`src/hw/rtl/spq_pkg.sv`:
```
// Package with the shared constants, types and cell control struct of the priority queue.
`timescale 1ns / 1ps

package spq_pkg;

  // Number of cells in the row, the entry width, and the count width that follows from the cells.
  localparam int unsigned CAPACITY = 16;
  localparam int unsigned DATA_W   = 32;
  localparam int unsigned CNT_W    = $clog2(CAPACITY + 1);

  // Operation codes on the mode input.
  localparam logic MODE_INSERT = 1'b0;
  localparam logic MODE_REMOVE = 1'b1;

  // Result status codes.
  typedef enum logic [1:0] {
    ST_OK    = 2'd0,
    ST_FULL  = 2'd1,
    ST_EMPTY = 2'd2
  } status_e;

  // Control that the top level hands to every cell in a cycle.
  typedef struct packed {
    logic                     ins;      // Insert goes ahead this cycle.
    logic                     rem;      // Removal shifts the row down.
    logic                     occ;      // This cell holds a live entry.
    logic                     at_tail;  // This cell is the first free one.
    logic signed [DATA_W-1:0] value;    // Value being inserted.
  } cell_ctrl_t;

endpackage

```
`src/hw/rtl/spq_cell.sv`:
```
// One cell of the sorted row: holds a single entry and trades it with its neighbors.
`timescale 1ns / 1ps

module spq_cell (
  input  logic                             clk_i,
  input  spq_pkg::cell_ctrl_t              ctrl_i,
  input  logic                             left_ge_i,
  input  logic signed [spq_pkg::DATA_W-1:0] left_entry_i,
  input  logic signed [spq_pkg::DATA_W-1:0] right_entry_i,
  output logic                             ge_o,
  output logic signed [spq_pkg::DATA_W-1:0] entry_o
);

  logic signed [spq_pkg::DATA_W-1:0] entry_q, entry_d;

  // The new value belongs at or before this cell when it is not greater than the entry.
  assign ge_o = ctrl_i.occ && (ctrl_i.value <= entry_q);

  // On insert, cells from the insert point to the tail take the left entry or the new value.
  // On removal, every cell takes the entry of its right neighbor; the last cell keeps its own.
  always_comb begin
    entry_d = entry_q;
    if (ctrl_i.ins && (ge_o || ctrl_i.at_tail)) begin
      entry_d = left_ge_i ? left_entry_i : ctrl_i.value;
    end else if (ctrl_i.rem) begin
      entry_d = right_entry_i;
    end
  end

  always_ff @(posedge clk_i) begin
    entry_q <= entry_d;
  end

  assign entry_o = entry_q;

endmodule

```
`src/hw/rtl/sorted_priority_queue.sv`:
```
// Top level of the sorted priority queue: count, cell row and registered result.
//
//   Channel   Direction  Handshake                  Payload
//   request   in         start_i while busy_o low   mode_i, value_i
//   result    out        done_o for one cycle       result_value_o, status_o, count_o
//
// The compare in all cells and the one-place shift happen
// together, so a new request may be given in every cycle and busy_o stays low.
// The result appears on the cycle after the request, with done_o high for that cycle.
// Reset clears the entry count and done_o only; the cell contents are read only below the count.
// The receiver cannot stall, so no result is ever held back.
`timescale 1ns / 1ps

module sorted_priority_queue (
  input  logic                              clk_i,
  input  logic                              rst_ni,
  input  logic                              start_i,
  input  logic                              mode_i,
  input  logic signed [spq_pkg::DATA_W-1:0] value_i,
  output logic                              busy_o,
  output logic                              done_o,
  output logic signed [spq_pkg::DATA_W-1:0] result_value_o,
  output logic [1:0]                        status_o,
  output logic [spq_pkg::CNT_W-1:0]         count_o
);

  localparam int unsigned N = spq_pkg::CAPACITY;

  logic                             accept;
  logic                             full, empty;
  logic                             do_ins, do_rem;
  logic [spq_pkg::CNT_W-1:0]        held_q, held_d;
  logic                             done_q;
  logic signed [spq_pkg::DATA_W-1:0] res_q, res_d;
  spq_pkg::status_e                 status_q, status_d;

  logic                             ge       [N];
  logic signed [spq_pkg::DATA_W-1:0] entry   [N];
  spq_pkg::cell_ctrl_t              ctrl     [N];

  // Requests are taken in every cycle.
  assign busy_o = 1'b0;
  assign accept = start_i && !busy_o;

  assign full   = (held_q == spq_pkg::CNT_W'(N));
  assign empty  = (held_q == '0);
  assign do_ins = accept && (mode_i == spq_pkg::MODE_INSERT) && !full;
  assign do_rem = accept && (mode_i == spq_pkg::MODE_REMOVE) && !empty;

  // Row of cells; each sees its neighbors' entries and the left neighbor's compare.
  for (genvar i = 0; i < N; i++) begin : g_cell
    logic                              left_ge;
    logic signed [spq_pkg::DATA_W-1:0] left_entry, right_entry;

    assign ctrl[i].ins     = do_ins;
    assign ctrl[i].rem     = do_rem;
    assign ctrl[i].occ     = (spq_pkg::CNT_W'(i) < held_q);
    assign ctrl[i].at_tail = (spq_pkg::CNT_W'(i) == held_q);
    assign ctrl[i].value   = value_i;

    if (i == 0) begin : g_first
      assign left_ge    = 1'b0;
      assign left_entry = value_i;
    end else begin : g_mid
      assign left_ge    = ge[i-1];
      assign left_entry = entry[i-1];
    end

    if (i == N - 1) begin : g_last
      assign right_entry = entry[i];
    end else begin : g_inner
      assign right_entry = entry[i+1];
    end

    spq_cell u_cell (
      .clk_i        (clk_i),
      .ctrl_i       (ctrl[i]),
      .left_ge_i    (left_ge),
      .left_entry_i (left_entry),
      .right_entry_i(right_entry),
      .ge_o         (ge[i]),
      .entry_o      (entry[i])
    );
  end

  // Next count and the result of this request.
  always_comb begin
    held_d   = held_q;
    res_d    = '0;
    status_d = spq_pkg::ST_OK;
    if (mode_i == spq_pkg::MODE_INSERT) begin
      if (full) begin
        status_d = spq_pkg::ST_FULL;
      end else begin
        held_d = held_q + spq_pkg::CNT_W'(1);
      end
    end else begin
      if (empty) begin
        res_d    = '1;
        status_d = spq_pkg::ST_EMPTY;
      end else begin
        res_d  = entry[0];
        held_d = held_q - spq_pkg::CNT_W'(1);
      end
    end
  end

  // Control registers.
  always_ff @(posedge clk_i or negedge rst_ni) begin
    if (!rst_ni) begin
      held_q <= '0;
      done_q <= 1'b0;
    end else begin
      done_q <= accept;
      if (accept) begin
        held_q <= held_d;
      end
    end
  end

  // Result payload registers.
  always_ff @(posedge clk_i) begin
    if (accept) begin
      res_q    <= res_d;
      status_q <= status_d;
    end
  end

  assign done_o         = done_q;
  assign result_value_o = res_q;
  assign status_o       = status_q;
  assign count_o        = held_q;

  // The count never passes the number of cells.
  a_count_bound: assert property (@(posedge clk_i) disable iff (!rst_ni)
    held_q <= spq_pkg::CNT_W'(N))
    else $error("entry count above capacity");

  // Every accepted request gives a result in the next cycle.
  a_one_result: assert property (@(posedge clk_i) disable iff (!rst_ni)
    accept |=> done_o)
    else $error("request without result");

  // A full status comes with a count at capacity.
  a_full_status: assert property (@(posedge clk_i) disable iff (!rst_ni)
    (done_o && (status_o == spq_pkg::ST_FULL)) |-> (count_o == spq_pkg::CNT_W'(N)))
    else $error("full status with room left");

  // An empty removal returns minus one with a zero count.
  a_empty_status: assert property (@(posedge clk_i) disable iff (!rst_ni)
    (done_o && (status_o == spq_pkg::ST_EMPTY)) |-> ((count_o == '0) && (result_value_o == -1)))
    else $error("empty status with wrong payload");

  // The two front entries stay in ascending order.
  a_front_sorted: assert property (@(posedge clk_i) disable iff (!rst_ni)
    (held_q >= spq_pkg::CNT_W'(2)) |-> (entry[0] <= entry[1]))
    else $error("front entries out of order");

endmodule

```
`config.mk`:
```
export PLATFORM = sky130hd
export DESIGN_NAME = sorted_priority_queue
export DESIGN_NICKNAME = d
export VERILOG_FILES = /design/src/hw/rtl/spq_pkg.sv /design/src/hw/rtl/spq_cell.sv /design/src/hw/rtl/sorted_priority_queue.sv
export SDC_FILE = /design/constraint.sdc
export NUM_CORES = 2
export LEC_CHECK = 0
export ABC_CLOCK_PERIOD_IN_PS = 10500
export BUFFER_PORTS_ARGS = -buffer_cell sky130_fd_sc_hd__buf_2
export CAP_MARGIN = 0
export CORE_MARGIN = 3
export CORE_UTILIZATION = 60
export DETAILED_ROUTE_END_ITERATION = 12
export MAX_ROUTING_LAYER = met4
export PLACE_DENSITY = 0.77
export RECOVER_POWER = 100
export SLEW_MARGIN = 15
export SYNTH_ARGS = -nofsm -noshare
export SYNTH_HDL_FRONTEND = slang
export SYNTH_SLANG_ARGS = --single-unit
```
`constraint.sdc`:
```
create_clock -name clk_i -period 10.5 [get_ports clk_i]
set_clock_uncertainty 0.05 [all_clocks]
set_input_delay 2.625 -clock clk_i [delete_from_list [all_inputs] [get_ports clk_i]]
set_output_delay 2.625 -clock clk_i [all_outputs]
set_load 0.02 [all_outputs]
```
==> results by group <==
Power and ir drop
  – Part of the power in registers: 0.361
  – Pwr Density: between 200 and 250 nW/µm²
  – Switching pwr: a little over 4 mW
  – Part of the power in the clock network: 0.194
  – Gate power share: 0.445
  – Net Sw Frac: 0.395
  – P_leak: 20.1 nW
  – Max VDD drop: 0.142 mV
  – Internal: about 6.3 mW

Critical path
  – RR Startpoint: count_o[1]
  – CP Data Arrival Time: roughly 8.5 ns
  – Worst R2R Path Depth: 8
  – CP Max Fanout: 33
  – Crit path buf inv count: 3
  – Crit path max-delay family: buffers and inverters
  – CP max stage cell: clkbuf_1
  – CP max stage delay: 1.83 ns
  – Worst Setup SP: value_i[31]
  – CP Depth: 10
  – Crit path cell chain: clkbuf_1 -> ha_1 -> nand4_1 -> nor4_1 -> and3_1 -> a211oi_1 -> a21oi_4 -> clkbuf_1 -> nand2b_1 -> buf_4
  – R2R Setup Slk: 4.67 ns
  – Worst r2r dst: g_cell[12].u_cell.entry_o[27]
  – Worst setup EP type: flop
  – Most frequent CP cell: clkbuf_1
  – Critical Path RT: between 10 and 15 ns
  – CP startpoint kind: input pin
  – Setup crit end: g_cell[7].u_cell.entry_o[6]
  – Setup CP Type: input pin to flop

Yosys
  – Top-area cell type share of the netlist area: 0.400
  – Sequential-to-total area share from yosys stat: 0.404
  – Ys Warns: 0
  – Leading post-synthesis cells by cell area: edfxtp_1 (40%), ha_1 (16%), mux2i_1 (14%)
  – Syn_nets: 4568
  – Largest area contributor in the netlist: edfxtp_1
  – Count leader, synth: mux2i_1
  – Unique cell type count in the Yosys netlist: 81
  – Synth Area per Inst: 10.2 µm²
  – Post-synth EDFFs: 546
  – Synthesized cell area: between 40000 and 50000 µm²
  – Primary FF master, synth: edfxtp_1
  – Synth top cells by count: mux2i_1 (593), edfxtp_1 (546), inv_1 (521), ha_1 (517), nand2_1 (331)
  – Post-synthesis async set-or-reset flop share: 0.0109
  – Synthesized flop and latch total: 552
  – Mapped Cells: between 4000 and 5000

Clock tree
  – CTS Hold Bufs: 0
  – Num CTS Buffers: 60
  – CTS H-tree lvls: 2
  – CTS max path bufs: 3
  – Clock slew at reported path FFs: 0.06 ns
  – CTS Sinks: around 550
  – Cts repair resizes: 0
  – Setup Buffers After CTS: 0
  – CTS tree: built
  – Worst-Skew Late Latency: ~0.64 ns
  – Root Buffer: clkbuf_16

Drt
  – Vias: 31000
  – WL final: 103000 µm
  – Residual DRC: 0
  – Routed length per instance: roughly 21 µm
  – Router iterations before antenna repair: 6
  – Antenna Nets Post-Route: 0
  – Drt first-iter violations: 2835
  – Vias/cell: 6.26

STA
  – Fin crit share: 0.788
  – Fin Setup TNS: 0 ns
  – FMAX: 121 MHz
  – Slew headroom: -0.876
  – Final Hold Vio Count: 0
  – Worst slew pin tran: ~2.8 ns
  – Minimum clock period: 8.28 ns
  – Final setup fails: 0
  – Final slew viol count: about 870
  – RSZ-0062 raised after global routing: no

Floorplan
  – Die extent in x: 267 µm
  – Starting Density: 0.608
  – Core Area: 67400 µm²
  – I/O Pins: 77
  – Die Ht: 267 µm
  – Row count: 95
  – Die area: between 70000 and 80000 µm²

GRT
  – M3 GR Usage: 0.0365
  – First-pass GRT wire length: roughly 160000 µm
  – Initial antenna violation count: 0
  – Largest net degree at the start of global routing: 66
  – M2 GR Usage: 0.464
  – Number of global-route vias before repair: 30600
  – Most used routing layer: met2
  – Met1 track demand over resource: 0.397
  – Grt ovf: 0
  – Global router's overall resource usage: 0.291

Hold path
  – WHS Path Cells: 2
  – Hold Crit Class: flop to flop

Outcome
  – Violated checks: capacitance limit, slew limit
  – Status: finished with violations

Cells and area
  – Reg area: approximately 17000 µm²
  – Final Instance Count excl. Fillers: 4958
  – Syn-to-layout area delta: 6.84%
  – Nets@finish: about 4600
  – Non-Filler Cell Area, Final: ~44000 µm²
  – Fraction of layout cells with a size suffix above 1: 0.0597
  – Fillcell total: roughly 5300
  – Antenna cells: 0
  – Multi-input logic area: ~22000 µm²

Place
  – DP Cell Count: 4850
  – RePlAce Congestion: 0.891
  – Port bufs: 75
  – Post-detail-place hpwl: 75300 µm
  – Dpl cell area: 42300 µm²

Job
  – Max Cap Viol: 22
==> power by group through the flow <==
stage	sequential [mW]	clock, mW	combinational [mW]
floorplan	3.61	0	3.46
global placement	3.75	0	4.37
detailed placement	3.76	0	4.53
CTS	3.73	2.03	4.56
global route	3.80	2.11	5.07
finish	3.74	2.00	4.61
==> state kept, by name, summed over array words and instances, names as in the netlist <==
name	flops
status_o	2
done_o	1
result_value_o	32
g_cell.u_cell.entry_o	512
count_o	5
==> layout make-up <==
cell class                      count  share of cell area
Clock inverter                     34             0.00437
Sequential cell                   552               0.378
Clock buffer                       74              0.0360
Inverter                          521              0.0447
Multi-Input combinational cell   2761               0.495
Tap cell                          873              0.0249
Timing Repair Buffer              143              0.0175
==> routing by layer <==
| metal | vias up | routed length [µm] |
|---|---|---|
| met4 | 0 | 2370 |
| li1 | 14700 | - |
| met3 | 177 | 6700 |
| met2 | 1005 | 47700 |
| met1 | 15200 | 45700 |
| met5 | - | 0 |
==> kinds of logic after synthesis <==
| logic type | synth area share |
|---|---|
| flops | 0.404 |
| mux | 0.165 |
| simple gates | 0.0906 |
| buf+inv | 0.0696 |
| fa+ha+maj | 0.158 |
| compound gates | 0.112 |
| xor+xnor | 0.00150 |
| other cells | 0.0000915 |
==> tightest hold or removal path, delay by kind of cell, from the launching register on <==
family	cells	cell delay [ns]
flip-flops	1	0.35
AO/OA/AOI/OAI	1	0.06
AND/OR/NAND/NOR	1	0.05
==> how the worst min path moves through the flow <==
stage	from	to
floorplan	g_cell[14].u_cell.entry_o[31]	g_cell[13].u_cell.entry_o[31]
finish	g_cell[14].u_cell.entry_o[31]	g_cell[13].u_cell.entry_o[31]
global route	g_cell[14].u_cell.entry_o[13]	g_cell[13].u_cell.entry_o[13]
CTS	g_cell[14].u_cell.entry_o[31]	g_cell[13].u_cell.entry_o[31]
global placement	g_cell[14].u_cell.entry_o[31]	g_cell[13].u_cell.entry_o[31]
detailed placement	g_cell[14].u_cell.entry_o[31]	g_cell[13].u_cell.entry_o[31]
==> stage by stage <==
| stage | utilization | hold WS [ns] | setup WS (ns) | power (mW) |
|---|---|---|---|---|
| 4_1_cts | 0.654 | 0.522 | 3.80 | 10.3 |
| 3_3_place_gp | 0.627 | 0.495 | 3.24 | 8.12 |
| 3_5_place_dp | 0.627 | 0.506 | 3.16 | 8.29 |
| 6_report | 0.650 | 0.525 | 2.22 | 10.4 |
| 2_1_floorplan | - | 0.472 | 3.88 | 7.07 |
| 5_1_grt | 0.650 | 0.562 | 1.87 | 11.0 |
==> placed cells by master (no fill, tap or decap), types with 14 or more instances in the layout <==
master | Yosys | routed
o211ai_1 | 22 | 22
nand3_1 | 65 | 65
edfxtp_1 | 546 | 546
clkinv_1 | 0 | 23
mux2_2 | 70 | 68
mux2i_1 | 593 | 593
clkbuf_1 | 71 | 74
a21o_1 | 35 | 35
inv_1 | 521 | 521
nand4_1 | 112 | 112
ha_1 | 517 | 517
nand2_1 | 331 | 330
nor4_1 | 21 | 21
nor3_1 | 29 | 29
nor2_1 | 145 | 145
a221oi_1 | 14 | 14
buf_4 | 16 | 50
buf_2 | 85 | 32
nor2b_1 | 18 | 18
a21oi_1 | 319 | 318
o21ai_0 | 244 | 264
clkbuf_16 | 0 | 61
a21boi_0 | 41 | 41
No activity file was read; power rests on OpenSTA's default activity.
